[config.mk]
export PLATFORM = sky130hd
export DESIGN_NAME = ppbn_div
export DESIGN_NICKNAME = d
export VERILOG_FILES = /design/src/project_point_bilinear_neighbours_top_defines.svh /design/src/ppbn_pkg.sv /design/src/ppbn_div.sv
export SDC_FILE = /design/constraint.sdc
export NUM_CORES = 1
export LEC_CHECK = 0
export ABC_AREA = 0
export BUFFER_PORTS_ARGS = -buffer_cell sky130_fd_sc_hd__buf_2
export CAP_MARGIN = 20
export CORE_ASPECT_RATIO = 1.75
export CORE_MARGIN = 2
export CORE_UTILIZATION = 55
export DETAILED_ROUTE_END_ITERATION = 7
export PLACE_DENSITY = 0.75
export SETUP_SLACK_MARGIN = 0.15
export SYNTH_ARGS = -nofsm -noshare
export SYNTH_HDL_FRONTEND = slang
export SYNTH_SLANG_ARGS = --single-unit
export TNS_END_PERCENT = 5
[constraint.sdc]
create_clock -name clk -period 9.6 [get_ports clk]
set_input_delay 1.92 -clock clk [delete_from_list [all_inputs] [get_ports clk]]
set_output_delay 1.92 -clock clk [all_outputs]
set_load 0.05 [all_outputs]
[src/project_point_bilinear_neighbours_top_defines.svh]
// assertion helpers for the projection block
`ifndef PROJECT_POINT_BILINEAR_NEIGHBOURS_TOP_DEFINES_SVH
`define PROJECT_POINT_BILINEAR_NEIGHBOURS_TOP_DEFINES_SVH

// same-cycle implication
`define PPBN_ASSERT(lbl, ante, cons) \
  lbl: assert property (@(posedge clk) disable iff (rst) (ante) |-> (cons)) \
    else $error("ppbn assertion failed");

// next-cycle implication
`define PPBN_ASSERT_NEXT(lbl, ante, cons) \
  lbl: assert property (@(posedge clk) disable iff (rst) (ante) |=> (cons)) \
    else $error("ppbn assertion failed");

`endif

[src/ppbn_pkg.sv]
package ppbn_pkg;

  localparam int GRID_ADDR_BITS_DEF = 19;
  localparam int SCREEN_WIDTH_DEF   = 640;
  localparam int SCREEN_HEIGHT_DEF  = 480;

  localparam logic [1:0] MODE_CELL  = 2'd0;
  localparam logic [1:0] MODE_COEF  = 2'd1;
  localparam logic [1:0] MODE_QUERY = 2'd2;

  localparam logic [1:0] REG_U_MAX = 2'd0;
  localparam logic [1:0] REG_V_MAX = 2'd1;
  localparam logic [1:0] REG_U_MIN = 2'd2;
  localparam logic [1:0] REG_V_MIN = 2'd3;

  localparam int NUM_TERMS = 9;
  localparam int ACC_W     = 58;
  localparam int NUM_W     = ACC_W + 1;
  localparam int INT_BITS  = 7;
  localparam int FRAC_BITS = 32;
  localparam int QUO_W     = INT_BITS + FRAC_BITS;
  localparam int MAG_W     = QUO_W + 1;

  typedef struct packed {
    logic [9:0]  u;
    logic [9:0]  v;
    logic [16:0] weight;
    logic        in_range;
    logic        complete;
    logic        last;
  } res_t;

  typedef struct packed {
    logic             start;
    logic [NUM_W-1:0] num;
    logic [NUM_W-1:0] den;
  } div_req_t;

  typedef struct packed {
    logic             busy;
    logic             done;
    logic [MAG_W-1:0] mag;
  } div_rsp_t;

endpackage

[src/ppbn_div.sv]
module ppbn_div
  import ppbn_pkg::*;
(
  input  logic     clk,
  input  logic     rst,
  input  div_req_t req,
  output div_rsp_t rsp
);

  localparam int R_W   = NUM_W + 1;
  localparam int DSH_W = NUM_W + INT_BITS - 1;
  localparam int CMP_W = DSH_W;

  typedef enum logic {D_IDLE, D_RUN} dstate_t;

  dstate_t          state;
  logic [R_W-1:0]   r;
  logic [NUM_W-1:0] dm;
  logic [DSH_W-1:0] dsh;
  logic [QUO_W-1:0] q;
  logic [5:0]       step;
  logic             sat;
  logic             done;

  logic             frac;
  logic [R_W-1:0]   a;
  logic [CMP_W-1:0] b;
  logic             ge;

  assign frac = step >= 6'(INT_BITS);
  assign a    = frac ? {r[R_W-2:0], 1'b0} : r;
  assign b    = frac ? CMP_W'(dm) : dsh;
  assign ge   = CMP_W'(a) >= b;

  always_ff @(posedge clk) begin
    if (rst) begin
      state <= D_IDLE;
      done  <= 1'b0;
    end else begin
      done <= 1'b0;
      case (state)
        D_IDLE: begin
          if (req.start) begin
            r     <= R_W'(req.num);
            dm    <= req.den;
            dsh   <= {req.den, (INT_BITS-1)'(0)};
            sat   <= {INT_BITS'(0), req.num} >= {req.den, INT_BITS'(0)};
            step  <= '0;
            state <= D_RUN;
          end
        end
        D_RUN: begin
          r    <= ge ? R_W'(CMP_W'(a) - b) : a;
          q    <= {q[QUO_W-2:0], ge};
          dsh  <= dsh >> 1;
          step <= step + 6'd1;
          if (step == 6'(QUO_W - 1)) begin
            done  <= 1'b1;
            state <= D_IDLE;
          end
        end
        default: state <= D_IDLE;
      endcase
    end
  end

  assign rsp.busy = state == D_RUN;
  assign rsp.done = done;
  assign rsp.mag  = sat ? {1'b1, QUO_W'(0)} : {1'b0, q};

endmodule

==> flow_summary.yaml, run 1 <==
outcome:
  status: "complete, no violations"
synth:
  avgSynthCellArea_um2: 10.2
  synthCells: 1512
  syn_nets: 1749
  synth_top_area_share_pct: 44.8
  yosysSeqAreaShare_pct: 45.1
  async_flop_share_pct: 0
  ys.flop_type: "edfxtp_1"
  synthTopCellsByArea: "edfxtp_1, ha_1, mux2_2"
  synth_edf_count: 230
  yosys.area.top_type: "edfxtp_1"
  ys.warnings.count: 0
  yosys_register_bits: 232
  synth_area_um2: 15400
  yosysUniqueCellTypes: 68
grt:
  globalRouteOverflowTotal: 0
  grt_pass1_vias: 12400
  grtUsageTotal_pct: 27.7
  antenna_found_initial: 0
  grt_max_degree: 104
  grt_pass1_wl_um: 63200
place:
  placed_area_um2: 16400
  io_buffers: 162
  gp_congestion: 0.939
  hpwl_um: 31400
route:
  drt_iter0_markers: 669
  vias: 12000
  viasPerCell: 5.95
  drcViolationCount: 0
  detail_route.wl_per_cell_um: 20.2
  top_layer: "met4"
  routed_wirelength_um: 40700
  ant_nets: 0
  wl_met2_um: 22500
  drt_first_pass_iters: 5
  routed-wl-met3_um: 1410
  wl_met1_um: 14100
die:
  core_area_um2: 27800
  core.rowCount: 81
  initial_utilization_pct: 55.5
  die_area_um2: 29400
  die_x_um: 131
  io_pins: 163
  die_h_um: 225
critical_path:
  critical_path.startpoint_type: "flop"
  critPathMaxFanout: 66
  critPathArrivalTime_ns: 6.59
  crit_type: "flop to flop"
  crit_required_ns: 9.89
  endpoint_kind: "flop"
power_and_ir_drop:
  leakage_uw: 0.00694
  p_comb_share_pct: 32.8
  power_switching_uw: 1100
  swShare_pct: 33.5
  clockPowerShare_pct: 28.6
  power_frac_seq_pct: 38.5
  internal_power_uw: 2190
  vdd_ir_drop_max_mv: 0.125
  power.density_nw_per_um2: 191
sta:
  final.setup_skew_ns: 0.0157
  finalCriticalPeriod_ns: 6.30
  slew_headroom_pct: 21.7
  setup_violations: 0
  final-hold-violation-count: 0
  fmax_mhz: 159
  setup_tns_ns: 0
  rsz0062_at_grt: "false"
  worstMarginPinSlew_ns: 1.17
  slew_viol_final: 0
  finalCritPeriodShare_pct: 65.6
clock_network:
  cts_buffer_depth: 3
  clock_sinks: 232
  htreeDepth: 1
  cts.clk_slew.worst_paths_ns: 0.07
  cts_inserted_buffers: 22
  cts-root-buf: "clkbuf_16"
  cts_setup_buffers: 0
  post_cts_resized: 0
  cts_hold_buf: 0
  clock_latency_ns: 0.53
  cts_tree: "done"
flow_run:
  drv_cap: 0
cells_and_area:
  num-fill-cells: 2372
  multiInputGateArea_um2: 7870
  flow.area_growth_from_synthesis_pct: 12.0
  antenna_cells: 0
  nNetsFinal: 1865
  drive_gt1_share_pct: 18.1
  regArea_um2: 6950
  final_area_um2: 17200
min_path:
  hold_class: "flop to flop"
-- sequential cells by signal, summed over array words and instances, names as in the netlist --
name / cells
r: 60
q: 39
dm: 59
dsh: 65
done: 1
sat: 1
step: 6
state: 1
-- logic make-up (layout without fill, tap and decap cells) --
logic type      after synthesis  after routing  synth area share, %
compound gates              407            407                 15.9
simple gates                400            400                 12.4
flops                       232            232                 45.1
buf+inv                     155            287                 4.02
mux                         141            141                 9.74
fa+ha+maj                   116            116                 9.47
xor+xnor                     61             61                 3.47
-- final timing paths --
path,startpoint,to,slack (ns),cells after the start
setup / recovery,step[0],r[1],3.30,17
hold / removal,q[37],q[38],0.44,0
setup reg to reg,step[0],r[1],3.30,17
hold reg to reg,q[37],q[38],0.44,0
-- worst max-delay path, cell delays in order (launching register included) --
cell       delay, ns
edfxtp_1        0.45
ha_1            0.27
o21ai_1         0.16
and3b_4         0.20
buf_4           0.72
mux2_2          0.44
ha_1            0.37
nand3_1         0.12
o21bai_1        0.18
a211o_1         0.35
nand4b_1        0.11
a21oi_1         0.11
o21ai_2         0.33
a2111oi_4       0.18
nor2_4          0.67
buf_4           0.69
mux2_1          0.37
mux2_2          0.26
-- synth_stat cells (all sizes together) (2+ instances only) --
master,n
o21a,6
nand4b,6
o31ai,2
buf,22
o221ai,6
a2111oi,2
dfxtp,2
or2,2
o21bai,13
nor2b,52
a21boi,4
a211oi,2
nand3,17
and2,8
a41o,2
o21ai,143
a221oi,2
o2111ai,2
nor3b,3
and3,6
ha,115
nor2,91
or4,3
xor2,23
xnor2,38
edfxtp,230
a31o,2
mux2i,70
a21oi,138
nor3,10
a21o,50
nand2,148
o211a,3
nor4,7
a31oi,12
nand2b,13
mux2,71
a311oi,2
inv,75
nand4,31
o211ai,7
a41oi,3
clkbuf,58
-- stage by stage --
| step | power (uW) | cells | hold WS [ns] | setup slack (ns) | utilization [%] |
|---|---|---|---|---|---|
| floorplan | 2100 | 1512 | 0.418 | 1.57 | - |
| global placement | 2340 | 1976 | 0.425 | 3.48 | 59.2 |
| detailed placement | 2360 | 1976 | 0.424 | 3.33 | 59.2 |
| CTS | 3300 | 2016 | 0.449 | 3.31 | 62.0 |
| global route | 3460 | 2017 | 0.453 | 2.89 | 62.1 |
| finish | 3290 | 2017 | 0.444 | 3.30 | 62.1 |
-- metal layers --
layer  vias up  GRT usage (%)
li1       5780              -
met1      5771           27.7
met2       313           53.4
met3       131           2.68
met4         0           16.5
met5         -              0
-- area by class of cell --
cell class              instances  area share [%]
flip-flops and latches        232            40.3
clock inverters                15            1.11
repair buffers                172            5.25
inverters                      75            1.63
well taps                     373            2.71
clock buffers                  25            3.38
multi-input cells            1125            45.6
-- cell usage in the layout (no fill, tap or decap), types with 3 or more instances in the layout --
cell type	instances
nor2_1	88
ha_1	115
nor2_4	3
inv_1	75
nor4_1	7
edfxtp_1	230
or4_1	3
a21oi_1	137
xor2_1	23
o221ai_1	6
bufinv_16	4
clkinv_2	5
nor2b_1	52
o211ai_1	7
o211a_1	3
o21a_1	6
nand2b_1	13
xnor2_1	38
o21ai_0	87
nand2_1	147
mux2i_1	70
clkinv_4	4
clkbuf_16	23
mux2_2	69
nor3_1	10
a21o_1	50
nand4b_1	6
o21ai_1	54
and2_1	8
a31oi_1	11
nand3_1	17
o21bai_1	13
buf_2	162
buf_4	9
nand4_1	31
and3_1	6
-- power by group through the flow --
| stage | Sequential, uW | Clock (uW) | Combinational (uW) |
|---|---|---|---|
| 2_1_floorplan | 1270 | 0 | 822 |
| 3_3_place_gp | 1290 | 0 | 1050 |
| 3_5_place_dp | 1290 | 0 | 1070 |
| 4_1_cts | 1270 | 956 | 1070 |
| 5_1_grt | 1280 | 991 | 1190 |
| 6_report | 1270 | 942 | 1080 |
Power figures use the tool's default switching activity.
==> run 2, diff against run 1 <==
Clock period 9.6 ns to 6.5 ns, I/O delays scaled along.
==> run 2 against run 1 <==
  * Core utilization up 0.19 points
  * Non-clock buffer count rose by 6
  * Critical endpoint is now r[23]
  * Global-route usage is 0.52 points higher
  * Fmax up 13%
  * Flip-flop and latch count did not move
  * Final cell count up 0.35%
  * Sequential power grew 49%
  * Setup slack lost 2.4 ns
==> flow_summary.yaml, run 2 (synthesis results as in run 1) <==
outcome:
  status: "complete, no violations"
cells_and_area:
  nNetsFinal: 1872
  largest-register: "dsh"
  antenna_cells: 0
  final_common_cell: "edfxtp_1"
  drive_gt1_share_pct: 18.4
  largest_reg_flops: 65
  flow.area_growth_from_synthesis_pct: 12.3
  num-fill-cells: 2378
  final_cell_mix: "edfxtp_1, buf_2, nand2_1"
  reg_top3: "dsh: 65 flops, r: 60 flops, dm: 59 flops"
clock_network:
  htreeDepth: 1
  cts_inserted_buffers: 23
  cts-root-buf: "clkbuf_16"
  cts_tree: "done"
  clock_sinks: 232
  cts.clk_slew.worst_paths_ns: 0.07
  cts_buffer_depth: 3
  post_cts_resized: 0
  cts_setup_buffers: 0
  clock_latency_ns: 0.54
  cts_hold_buf: 0
die:
  die_area_um2: 29400
  die_h_um: 225
  initial_utilization_pct: 55.5
  core.rowCount: 81
  io_pins: 163
  core_area_um2: 27800
  die_x_um: 131
sta:
  fmax_mhz: 180
  finalCriticalPeriod_ns: 5.56
  slew_viol_final: 0
  final.setup_skew_ns: 0.0199
  fin_ws_ns: 0.939
  setup_tns_ns: 0
  slew_headroom_pct: 30.1
  worstMarginPinSlew_ns: 1.05
  rsz0062_at_grt: "false"
  finalCritPeriodShare_pct: 85.6
  final-hold-violation-count: 0
  setup_violations: 0
critical_path:
  crit_required_ns: 6.75
  worst-r2r-cell-count: 16
  critical_path.startpoint_type: "flop"
  rr_endpoint: "r[23]"
  regToRegSetupSlack_ns: 0.94
  r2r_start: "step[0]"
  critPathArrivalTime_ns: 5.81
  endpoint_kind: "flop"
  critPathMaxFanout: 37
  crit_type: "flop to flop"
min_path:
  hold_class: "flop to flop"
  min_path_cells: 0
  hp-start: "q[17]"
  hold-path-endpoint: "q[18]"
route:
  viasPerCell: 6.00
  routed_wirelength_um: 41600
  drt_first_pass_iters: 5
  drcViolationCount: 0
  vias: 12100
  ant_nets: 0
  detail_route.wl_per_cell_um: 20.5
  drt_iter0_markers: 717
power_and_ir_drop:
  leakage_uw: 0.00697
  power.density_nw_per_um2: 279
  vdd_ir_drop_max_mv: 0.244
place:
  dp_slack_ns: 0.969
  hpwl_um: 31800
  io_buffers: 162
  gp_congestion: 0.956
grt:
  antenna_found_initial: 0
  grt_pass1_wl_um: 64200
  grt_max_degree: 132
  grtUsageTotal_pct: 28.2
  grt_pass1_vias: 12600
  globalRouteOverflowTotal: 0
flow_run:
  drv_cap: 0
[run 2: cell count changes in the layout (fill, tap and decap cells not counted)]
cell	before	now
buf_12	0	4
clkinv_1	1	4
bufinv_16	4	2
clkinv_4	4	2
inv_6	0	2
buf_2	162	163
buf_4	9	10
clkbuf_1	2	1
clkinv_2	5	6
clkinv_8	0	1
clkinvlp_4	1	0
[run 2: worst max path at each step]
stage | end | slack, ns | start
6_report | r[23] | 0.94 | step[0]
5_1_grt | r[23] | 0.55 | step[0]
4_1_cts | r[23] | 0.96 | step[0]
3_5_place_dp | r[23] | 0.97 | step[0]
3_3_place_gp | r[22] | 1.12 | step[0]
2_1_floorplan | dm[0] | 0.21 | rst
[run 2: per-layer routing]
layer  track usage, %  vias up  routed length (um)
met5                0        -                   0
met1             28.2     5848               14300
met4             17.0        0                2710
li1                 -     5804                   -
met2             54.3      359               22900
met3             2.75      132                1610
[run 2: worst max-delay path, stage by stage (launching register included)]
cell and delay, ns:
edfxtp_1 0.45, ha_1 0.26, o21ai_1 0.16, and3b_4 0.52, buf_12 0.31, mux2_2 0.38, ha_1 0.44, a21oi_1 0.12
o21ai_0 0.31, o211a_1 0.20, a21oi_1 0.11, o21ai_2 0.36, a2111oi_4 0.20, nor2_4 0.65, buf_4 0.41, mux2i_1 0.24
a21oi_1 0.09
[run 2: per-stage QoR]
| stage | total power (uW) | hold WS [ns] | util [%] | area (um2) | std cells |
|---|---|---|---|---|---|
| after floorplan | 3090 | 0.418 | - | 15400 | 1512 |
| after global placement | 3470 | 0.430 | 59.5 | 16500 | 1981 |
| after detailed placement | 3500 | 0.424 | 59.6 | 16500 | 1982 |
| after CTS | 4830 | 0.446 | 62.2 | 17300 | 2023 |
| after global routing | 5070 | 0.454 | 62.3 | 17300 | 2024 |
| final | 4830 | 0.442 | 62.3 | 17300 | 2024 |
[run 2: cell type report]
class | count | area [um2] | area share, %
clock buffers | 24 | 579 | 3.35
clock inverters | 17 | 156 | 0.904
inverters | 75 | 282 | 1.63
multi-input cells | 1125 | 7870 | 45.5
flip-flops and latches | 232 | 6950 | 40.2
well taps | 373 | 467 | 2.70
repair buffers | 178 | 998 | 5.77
[run 2: report_power, final]
group	internal, uW	switching [uW]	total [uW]
clock network	735	597	1330
logic	630	980	1610
registers	1810	76.9	1890
